===== config.mk =====
export PLATFORM = sky130hd
export DESIGN_NAME = utf8_stream_decoder_core
export DESIGN_NICKNAME = d
export VERILOG_FILES = /design/src/rtl/utf8sd_pkg.sv /design/src/rtl/utf8_stream_decoder_core.sv /design/src/rtl/utf8sd_decode.sv /design/src/rtl/utf8sd_out_reg.sv
export VERILOG_INCLUDE_DIRS = /design/src /design/src/rtl
export SDC_FILE = /design/constraint.sdc
export NUM_CORES = 1
export LEC_CHECK = 0
export BUFFER_PORTS_ARGS = -buffer_cell sky130_fd_sc_hd__buf_2
export CAP_MARGIN = 20
export CELL_PAD_IN_SITES_DETAIL_PLACEMENT = 1
export CELL_PAD_IN_SITES_GLOBAL_PLACEMENT = 1
export CORE_MARGIN = 1
export CORE_UTILIZATION = 45
export DETAILED_ROUTE_END_ITERATION = 8
export PLACE_DENSITY = 0.81
export SLEW_MARGIN = 20
export SYNTH_ARGS = -nofsm -noshare
export SYNTH_HDL_FRONTEND = slang
export SYNTH_SLANG_ARGS = --single-unit
export TNS_END_PERCENT = 100

===== constraint.sdc =====
create_clock -name clk -period 6.6 [get_ports clk]
set_clock_uncertainty 0.15 [all_clocks]
set_input_delay 0.66 -clock clk [delete_from_list [all_inputs] [get_ports clk]]
set_output_delay 0.66 -clock clk [all_outputs]
set_load 0.005 [all_outputs]

===== src/rtl/utf8_stream_decoder_core_assert.svh =====
// assertion macros for the utf8 stream decoder, clocked on clk and held off in reset
`ifndef UTF8_STREAM_DECODER_CORE_ASSERT_SVH
`define UTF8_STREAM_DECODER_CORE_ASSERT_SVH

`ifndef NO_ASSERTIONS
`define UTF8SD_ASSERT_IMPL(lbl, prop) \
    lbl: assert property (@(posedge clk) disable iff (!rst_n) prop) \
        else $error("assertion failed");
`define UTF8SD_ASSERT_NEXT(lbl, ante, cons) \
    lbl: assert property (@(posedge clk) disable iff (!rst_n) (ante) |=> (cons)) \
        else $error("assertion failed");
`else
`define UTF8SD_ASSERT_IMPL(lbl, prop)
`define UTF8SD_ASSERT_NEXT(lbl, ante, cons)
`endif

`endif


===== src/rtl/utf8sd_pkg.sv =====
// shared types and constants for the utf8 stream decoder
`default_nettype none
package utf8sd_pkg;

    localparam logic [7:0] LEAD2_MARK = 8'hC0;
    localparam logic [7:0] LEAD3_MARK = 8'hE0;
    localparam logic [7:0] LEAD4_MARK = 8'hF0;
    localparam logic [7:0] CONT_MARK  = 8'h80;
    localparam int         CONT_SHIFT = 6;   // radix 0x40

    localparam logic [1:0] PEND_NONE  = 2'd0;
    localparam logic [1:0] PEND_ONE   = 2'd1;
    localparam logic [1:0] PEND_TWO   = 2'd2;
    localparam logic [1:0] PEND_THREE = 2'd3;

    typedef struct packed {
        logic        valid;
        logic [31:0] code_point;
        logic        end_marker;
        logic        truncated;
    } result_t;

endpackage
`default_nettype wire


===== src/rtl/utf8_stream_decoder_core.sv =====
// top level of the utf8 to 32-bit code point stream decoder
// a result appears on the master side in the cycle after its byte transaction
// throughput: one byte per cycle while s_tready is high; the sequence state and result register update together
// bytes that only open or continue a sequence give no result
// reset: rst_n asynchronous active low clears sequence state and the result valid
`default_nettype none
module utf8_stream_decoder_core (
    input  wire logic        clk,
    input  wire logic        rst_n,
    input  wire logic        s_tvalid,
    output logic             s_tready,
    input  wire logic [7:0]  s_tdata,   // byte_value
    input  wire logic        s_tlast,   // stream_end
    output logic             m_tvalid,
    input  wire logic        m_tready,
    output logic [31:0]      m_tdata,   // code_point
    output logic             m_tlast,   // end_marker
    output logic             m_tuser    // truncated
);
    import utf8sd_pkg::*;

    result_t res;
    logic    load_ok;
    logic    fire;

    assign s_tready = load_ok;
    assign fire     = s_tvalid && load_ok;

    utf8sd_decode u_decode (
        .clk        (clk),
        .rst_n      (rst_n),
        .fire       (fire),
        .byte_value (s_tdata),
        .stream_end (s_tlast),
        .res        (res)
    );

    utf8sd_out_reg u_out_reg (
        .clk      (clk),
        .rst_n    (rst_n),
        .res      (res),
        .load_ok  (load_ok),
        .m_tvalid (m_tvalid),
        .m_tready (m_tready),
        .m_tdata  (m_tdata),
        .m_tlast  (m_tlast),
        .m_tuser  (m_tuser)
    );

endmodule
`default_nettype wire


===== src/rtl/utf8sd_decode.sv =====
// sequence state and combinational decode of one byte transaction
`default_nettype none
`include "utf8_stream_decoder_core_assert.svh"
module utf8sd_decode (
    input  wire logic               clk,
    input  wire logic               rst_n,
    input  wire logic               fire,
    input  wire logic [7:0]         byte_value,
    input  wire logic               stream_end,
    output utf8sd_pkg::result_t     res
);
    import utf8sd_pkg::*;

    logic [1:0]  pend_reg;
    logic [1:0]  pend_next;
    logic [31:0] part_reg;
    logic [31:0] part_next;
    logic [31:0] acc;

    // byte - 0x80 modulo 2^32 is the sign extension of byte with its top bit flipped
    assign acc = {part_reg[31-CONT_SHIFT:0], {CONT_SHIFT{1'b0}}}
               + {{25{~byte_value[7]}}, byte_value[6:0]};

    always_comb
    begin
        res       = '0;
        pend_next = pend_reg;
        part_next = part_reg;
        if (fire)
        begin
            if (stream_end)
            begin
                res.valid      = 1'b1;
                res.end_marker = 1'b1;
                res.truncated  = (pend_reg != PEND_NONE);
                pend_next      = PEND_NONE;
                part_next      = '0;
            end
            else if (pend_reg == PEND_NONE)
            begin
                if (byte_value < LEAD2_MARK)
                begin
                    res.valid      = 1'b1;
                    res.code_point = {24'd0, byte_value};
                end
                else if (byte_value < LEAD3_MARK)
                begin
                    part_next = {27'd0, byte_value[4:0]};
                    pend_next = PEND_ONE;
                end
                else if (byte_value < LEAD4_MARK)
                begin
                    part_next = {28'd0, byte_value[3:0]};
                    pend_next = PEND_TWO;
                end
                else
                begin
                    part_next = {28'd0, byte_value[3:0]};
                    pend_next = PEND_THREE;
                end
            end
            else
            begin
                pend_next = pend_reg - 2'd1;
                if (pend_reg == PEND_ONE)
                begin
                    res.valid      = 1'b1;
                    res.code_point = acc;
                    part_next      = '0;
                end
                else
                begin
                    part_next = acc;
                end
            end
        end
    end

    always_ff @(posedge clk or negedge rst_n)
    begin
        if (!rst_n)
        begin
            pend_reg <= PEND_NONE;
            part_reg <= '0;
        end
        else
        begin
            pend_reg <= pend_next;
            part_reg <= part_next;
        end
    end

    `UTF8SD_ASSERT_NEXT(a_end_clears, fire && stream_end, pend_reg == PEND_NONE)
    `UTF8SD_ASSERT_IMPL(a_idle_zero, (pend_reg == PEND_NONE) |-> (part_reg == 32'd0))
    `UTF8SD_ASSERT_IMPL(a_end_zero_cp, (res.valid && res.end_marker) |-> (res.code_point == 32'd0))
    `UTF8SD_ASSERT_IMPL(a_trunc_on_end, (res.valid && res.truncated) |-> res.end_marker)

endmodule
`default_nettype wire


===== src/rtl/utf8sd_out_reg.sv =====
// result register toward the master side
`default_nettype none
module utf8sd_out_reg (
    input  wire logic               clk,
    input  wire logic               rst_n,
    input  wire utf8sd_pkg::result_t res,
    output logic                    load_ok,
    output logic                    m_tvalid,
    input  wire logic               m_tready,
    output logic [31:0]             m_tdata,    // code_point
    output logic                    m_tlast,    // end_marker
    output logic                    m_tuser     // truncated
);
    import utf8sd_pkg::*;

    logic        valid_reg;
    logic [31:0] cp_reg;
    logic        end_reg;
    logic        trunc_reg;

    // register frees up in the same cycle its result is taken
    assign load_ok = !valid_reg || m_tready;

    always_ff @(posedge clk or negedge rst_n)
    begin
        if (!rst_n)
        begin
            valid_reg <= 1'b0;
        end
        else if (load_ok)
        begin
            valid_reg <= res.valid;
        end
    end

    always_ff @(posedge clk)
    begin
        if (load_ok && res.valid)
        begin
            cp_reg    <= res.code_point;
            end_reg   <= res.end_marker;
            trunc_reg <= res.truncated;
        end
    end

    assign m_tvalid = valid_reg;
    assign m_tdata  = cp_reg;
    assign m_tlast  = end_reg;
    assign m_tuser  = trunc_reg;

endmodule
`default_nettype wire

# Word level (Yosys, flattened, before mapping)
# Cells that the tools add are included.
# W data, S select, Z words.
# totals
ff_bits	63
inputBits	13
output_inout_bits	36
# op_classes
addsub	2
magnitude_cmp	3
n_eq_ne	2
n_mux	17
n_bitwise	2
n_reduce_logical	9
# op_table
operator	count
$mux W26	4
$mux W33	3
$mux W35	1
$add A32 B32 Y32	1
$mux W32	1
$lt A8 B8 Y1 const B	3
$mux W2	5
$mux W5	1
$reduce_and A2 Y1	2
$ne A3 B3 Y1 const B	1
$eq A2 B1 Y1 const B	1
$logic_and A1 B1 Y1	2
$logic_not A2 Y1	1
$mux W1	2
$not A1 Y1	2
$reduce_bool A2 Y1	1
$reduce_or A2 Y1	1
$sub A2 B1 Y2 const B	1
$logic_not A1 Y1	1
$logic_or A1 B1 Y1	1

# Logic depth before layout (Yosys ltp)
# Gate-level depths: netlist of run 1.
# depth
ltp_word	7
ltp_mapped	9
depth_no_buf	9

# Modules after synthesis
# Synthesis of run 1 repeated with hierarchy kept, for this count alone.
# hier_totals
cells_unflattened	373
hier_area_um2	3649.8
# modules_own_cells
mod	instances	cells_per_inst	area_each_um2	seq_area_each_um2
utf8sd_decode	1	334	2568.7	700.7
utf8sd_out_reg	1	38	1074.8	1046.0
utf8_stream_decoder_core	1	1	6.3	0.0

# Least setup slack after synthesis of run 1
# OpenSTA, ideal clock, no wires.
# synth_path
path_kind	input-to-reg
startpoint	input port s_tdata[7]
endpoint	register u_out_reg.cp_reg[31] (netlist: u_out_reg.m_tdata[31]) (data pin)
setup_time_ns	0.264
t_arrival_ns	2.793
t_required_ns	6.186
slack_ns	3.394
stages	9
n_path_buf	1
path_cell_list	inv_1 ha_1 buf_6 a2111oi_0 o21ai_1 a41oi_2 a31oi_1 a311oi_2 mux2i_1
# synth_via
elab_chain_len	4
# synth_rtl
item	line	rtl
start: declaration	utf8_stream_decoder_core.sv:12	input wire logic [7:0] s_tdata,
$not A1 Y1	utf8sd_decode.sv:22	+ {{25{~byte_value[7]}}, byte_value[6:0]};
$add A32 B32 Y32	utf8sd_decode.sv:22	
$mux W33	utf8sd_decode.sv:65	if (pend_reg == PEND_ONE)
$mux W33	utf8sd_decode.sv:39	else if (pend_reg == PEND_NONE)
end signal: assignment	utf8sd_out_reg.sv:40	cp_reg <= res.code_point;
end: declaration	utf8sd_out_reg.sv:17	logic [31:0] cp_reg;
# Every way passes these cells.
# A chain may end at the register's enable or synchronous reset.

# Worst setup path after layout of run 1
# layout_path
startpoint	input port s_tdata[7]
endpoint	register u_out_reg.cp_reg[28] (netlist: u_out_reg.m_tdata[28]) (data pin)
# Same word-level chain as after synthesis.

==> metrics, run 1 <==
status=complete, no violations; maximum clock rate=272 MHz; Post-Syn Area=between 3000 and 4000 sq um; # diodes=0; Via density=approximately 6.0; root buffer selected by CTS=clkbuf_8; final hold slack=~0.2 ns; synth top area cells=edfxtp_1 26%, dfrtp_1 19%, ha_1 8.0%, nand2_1 4.1%, o21ai_0 2.7%; crit start category=primary input; Ports=about 50; Die Wd=approximately 95 um; total congestion overflow=0; post-synth top area share=0.263; peak supply drop=0.000137 V; Worst path max stage delay=~0.74 ns; Netlist cell types=between 50 and 60; Clock Latency Late Sink=between 0.3 and 0.4 ns; Final min period=~3.7 ns; slowest CP cell=inv_1; Final Net Count=around 470; Worst Path Max Fanout=25; gpl congestion=~0.95; Buffers on Ports=between 40 and 50; pre-CTS WS=between 2 and 3 ns; clock tree sinks=63; Starting Density=0.468; max-slew violation count=0; Final WS setup=between 2 and 3 ns; layout cells sized above 1=0.173; CTS tree=done; M3 GR Usage=0.0564; final period utilization=0.558; initial DRC count=around 170; endpoint class of the critical path=flip-flop; asr flop ratio synth=0.460; worst-margin pin slew=between 1 and 1.5 ns; syn avg cell area=a little under 10 sq um; clk buf depth=2; router iterations before antenna repair=4; global-route wire length before repair=~17000 um; DIE AREA=9010 sq um; slew margin rel.=0.324; CP Cell Sequence=buf_2 -> inv_1 -> ha_1 -> a21o_1 -> a31o_1 -> a2111oi_0 -> o21bai_1 -> a41oi_1 -> mux2i_1; RSZ-0062 raised after global routing=false; Std-Cell Rows=33; Seq/Total Area, Yosys=0.449; synth warn=0; CTS resizes=0; Core Area=8300 sq um; Worst Path Arrival=3.62 ns; setup_tns=0 ns; most frequent cells after synthesis=42 x nand2_1, 34 x edfxtp_1, 29 x dfrtp_1, 27 x nor2_1, 25 x ha_1; main flop type after synthesis=edfxtp_1; Pwr Density=between 200 and 250 nW/um^2; drc violations=0; WL final=10600 um; EDFF count, synth=34; worst min path class=in -> async; Pleak=just under 2 nW; H-tree depth=3; Wirelength per Cell=between 15 and 20 um; clock-pin slew on the worst setup and hold paths=~0.070 ns; CP Class=in -> reg; vias in the first global route=3220; met2 global-route usage=0.397; Area growth syn-to-layout=12.5%; hold_buf cts=0; largest net degree at the start of global routing=35; total power=1.05 mW; Synth Register Bits=63; initial antenna violation count=0; syn_nets=roughly 430; dominant cell type by area after synthesis=edfxtp_1; die height=approximately 95 um; Post-CTS Setup Repair Bufs=0; GR Util All Layers=0.250; Mapped Cells=393; Max-Cap Viols=0; required time of the worst setup path=approximately 6.5 ns; busiest grt layer=met2; met1 Use GR=0.339; count leader, synth=nand2_1; Final setup viols=0; post-DP HPWL=slightly below 8000 um; antenna viol nets, final=0; via count=3286; final hold viol count=0; CTS Buf Count=9; max reg flops=32
-- area by class of cell --
class | count | area, sq um
Timing Repair Buffer | 49 | 248
Fill cell | 960 | 3930
Clock buffer | 10 | 128
Clock inverter | 6 | 61.3
Multi-Input combinational cell | 300 | 2020
Tap cell | 105 | 131
Inverter | 11 | 41.3
Sequential cell | 63 | 1750
-- where the power goes --
part / switching, mW / leakage [nW] / internal [mW]
registers: 0.0215 / 0.733 / 0.454
clock network: 0.160 / 0.0960 / 0.173
logic: 0.153 / 1.10 / 0.0880
-- cell usage in the layout, fill, tap and decap left out, types with 4 or more instances in the layout --
cell / n
o21a_1: 8
a21o_1: 12
nor2_1: 26
clkbuf_8: 9
o21bai_1: 5
xor2_1: 4
mux2i_1: 4
ha_1: 25
nand4_1: 8
a211o_1: 4
nand2_1: 42
nor4_1: 4
o21ai_1: 11
and3_1: 6
nor3_1: 10
dfrtp_1: 29
nand2b_1: 7
inv_1: 11
a32o_1: 4
a21oi_1: 17
a211oi_1: 6
or3_1: 6
edfxtp_1: 34
o211ai_1: 5
and2_1: 10
o21ai_0: 21
buf_2: 48
xnor2_1: 8
nand3_1: 9
-- kinds of logic (layout without fill, tap and decap cells) --
kind of cell / count (synthesis) / after routing / share of synthesized area
AND/OR/NAND/NOR: 137 / 137 / 0.172
AO/OA/AOI/OAI: 121 / 121 / 0.220
flip-flops: 63 / 63 / 0.449
buffers and inverters: 30 / 76 / 0.0354
adder cells (fa/ha/maj): 26 / 26 / 0.0856
XOR/XNOR: 12 / 12 / 0.0270
multiplexers: 4 / 4 / 0.0103
-- path summary, 6_finish.rpt --
| path | end | startpoint | slack [ns] | depth (start not counted) |
|---|---|---|---|---|
| setup / recovery | u_out_reg.m_tdata[28] | s_tdata[7] | 2.92 | 9 |
| hold reg to reg | u_decode.part_reg[12] | u_decode.part_reg[12] | 0.34 | 2 |
| min in group clk | u_decode.part_reg[12] | u_decode.part_reg[12] | 0.34 | 2 |
| hold / removal | u_out_reg.m_tvalid | rst_n | 0.20 | 1 |
| max in group asynchronous | u_decode.part_reg[16] | rst_n | 5.62 | 1 |
| setup reg to reg | u_out_reg.m_tdata[28] | u_decode.part_reg[0] | 3.62 | 9 |
-- worst max-delay path: cells and delay by family --
family	cells	cell delay, ns
AOI/OAI and AO/OA	5	1.45
adders and majority gates	1	0.49
buffers and inverters	2	0.89
muxes	1	0.12
-- per-layer routing --
metal,up-vias,share of wire
li1,1558,-
met1,1635,0.45
met2,73,0.49
met3,20,0.045
met4,0,0.017
met5,-,0
-- stage by stage --
stage	cell area, sq um	utilization	std cells
after detailed placement	4180	0.503	528
final	4370	0.527	544
after global routing	4370	0.527	544
after floorplan	3890	-	393
after CTS	4370	0.526	544
after global placement	4180	0.503	528
(Power assumes the default switching activity.)
==> run 2: changes to the inputs <==
- ABC_AREA: not set -> 1
- CORE_UTILIZATION: 45 -> 43
- PLACE_DENSITY: 0.81 -> 0.82
- clock period: 6.6 -> 3.5 ns (I/O delays scaled with it)
==> run 2 against run 1 <==
Compared with the run above: non-clock buffer count is 3 higher; synthesized cell count grew 49%; sequential share of layout area shrank 3.8 points.
==> metrics, run 2 <==
status=complete, no violations; Synth Area in Adders=0.0783; drc violations=0; synth warn=0; DP Cell Count=roughly 760; Worst Path Arrival=about 2.5 ns; setup_tns=0 ns; initial DRC count=111; crit start category=primary input; # diodes=0; DIE AREA=10300 sq um; mux share of post-synthesis cell area=0; CP Class=in -> reg; Post-Synth XOR/XNOR Area=0.0206; Final WS setup=approximately 0.93 ns; GR Util All Layers=0.272; most frequent cells in the layout=210 x nand2_1, 91 x inv_1, 60 x nor2_1; fin area=slightly below 5000 sq um; Max-Cap Viols=0; via count=between 4000 and 5000; Clock Latency Late Sink=0.35 ns; gpl congestion=between 0.9 and 1; max-slew violation count=0; Std-Cell Rows=35; router iterations before antenna repair=4; routed wl met3=297 um; CTS Buf Count=9; Die Wd=101 um; CTS resizes=0; final period utilization=0.733; CTS tree=done; root buffer selected by CTS=clkbuf_8; Final min period=2.57 ns; vias in the first global route=approximately 4300; Mapped Cells=around 590; Starting Density=0.451; initial antenna violation count=0; Placed Instance Area=~4600 sq um; asr flop ratio synth=0.460; post-route insts no fill=around 800; dominant cell type by area after synthesis=edfxtp_1; max reg flops=32; count leader, synth=nand2_1; clk buf depth=2; Netlist cell types=33; metal1 wirelength=between 5000 and 6000 um; Ports=between 40 and 50; largest family of logic cells by synthesized area=simple AND/OR/NAND/NOR gates; DR top layer=met4; Final setup viols=0; Compound-Gate Fraction of Synth Area=0.0671; largest net degree at the start of global routing=30; pre-CTS WS=0.555 ns; Post-Synth Simple-Gate Area=0.333; commonest non-fill, non-tap cell in the layout=nand2_1; final core occ=0.513; Buffers on Ports=48; global-route wire length before repair=between 20000 and 25000 um; Seq/Total Area, Yosys=0.411; peak supply drop=about 0.00023 V; antenna viol nets, final=0; Worst Path Max Fanout=14; Area growth syn-to-layout=13.6%; maximum clock rate=390 MHz; clock-pin slew on the worst setup and hold paths=0.07 ns; EDFF count, synth=34; RSZ-0062 raised after global routing=false; Core Area=roughly 9400 sq um; main flop type after synthesis=edfxtp_1; total power=approximately 2.1 mW; syn avg cell area=approximately 7.3 sq um; H-tree depth=3; Wirelength per Cell=16.5 um; slew margin rel.=0.495; Final Net Count=approximately 680; Pwr Density=roughly 440 nW/um^2; post-synth top area share=0.240; clock tree sinks=63; WL final=12800 um; synth top area cells=edfxtp_1 24%, nand2_1 19%, dfrtp_1 17%, inv_1 8.0%, ha_1 7.4%; post-DP HPWL=roughly 10000 um; Via density=5.14; most frequent cells after synthesis=210 x nand2_1, 91 x inv_1, 61 x nor2_1, 34 x edfxtp_1, 33 x nand3_1; layout cells sized above 1=0.129; total congestion overflow=0; Post-Syn Area=between 4000 and 5000 sq um; worst-margin pin slew=~0.76 ns; DR WL met2=6650 um; die height=a little over 100 um; required time of the worst setup path=roughly 3.5 ns; Synth Register Bits=63; worst min path class=in -> reg; syn_nets=roughly 630; final hold viol count=0; final hold slack=about 0.11 ns; Pleak=2.57 nW; endpoint class of the critical path=flip-flop
-- run 2: changes by cell type after synthesis, moves of 7 or more --
cell,change
nand2_1,+168
inv_1,+80
a21o_1,-11
nand3_1,+24
nor2_1,+34
nand2b_1,-7
clkbuf_1,-13
o21a_1,-8
and2_1,-8
nor3_1,-9
-- run 2: power breakdown --
part	switching (mW)	internal [mW]	leakage, nW	total [mW]
clock network	0.328	0.258	0.0833	0.586
registers	0.0364	0.868	0.732	0.904
logic	0.425	0.199	1.76	0.624
total	0.790	1.32	2.57	2.11
-- run 2: timing repair --
item	CTS	global route
hold buffers	1	0
hold endpoints to repair	29	0
setup endpoints to repair	0	0
setup buffers	0	0
-- run 2: area by class of cell --
| cell class | instances | area [sq um] |
|---|---|---|
| clock inverter | 5 | 35.0 |
| multi-input combinational | 425 | 2130 |
| inverter | 93 | 352 |
| sequential | 63 | 1750 |
| clock buffer | 11 | 131 |
| timing repair buffer | 52 | 273 |
| fill | 1260 | 4590 |
| tap | 129 | 161 |
-- run 2: critical path, cell delays in order --
cell     delay (ns)
buf_2          0.14
inv_1          0.41
buf_4          0.32
ha_1           0.32
nand2_1        0.14
inv_1          0.07
nand2_1        0.07
nand3_1        0.09
a21oi_1        0.29
nand3_1        0.17
nand2_1        0.10
nor2_1         0.04
-- run 2: worst paths after layout --
| path | slack [ns] | from | cells past startpoint | endpoint |
|---|---|---|---|---|
| min in group asynchronous | 0.46 | rst_n | 2 | u_decode.part_reg[2] |
| setup reg to reg | 1.00 | u_decode.part_reg[0] | 13 | u_out_reg.m_tdata[18] |
| setup / recovery | 0.93 | s_tdata[7] | 12 | u_out_reg.m_tdata[24] |
| hold reg to reg | 0.34 | u_decode.part_reg[2] | 2 | u_decode.part_reg[2] |
| max in group asynchronous | 2.26 | rst_n | 2 | u_decode.part_reg[22] |
| hold / removal | 0.11 | s_tdata[1] | 3 | u_decode.part_reg[1] |
-- run 2: kinds of logic after synthesis --
kind of cell	count (synthesis)
and+or+nand+nor	335
buffers and inverters	98
xor gates and xnor gates	10
adders and majority gates	26
AOI/OAI and AO/OA	54
DFF	63
-- run 2: layer usage --
| layer | vias up | GRT usage |
|---|---|---|
| met4 | 0 | 0.0959 |
| met1 | 1962 | 0.322 |
| met2 | 54 | 0.499 |
| li1 | 1968 | - |
| met5 | - | 0 |
| met3 | 18 | 0.0428 |
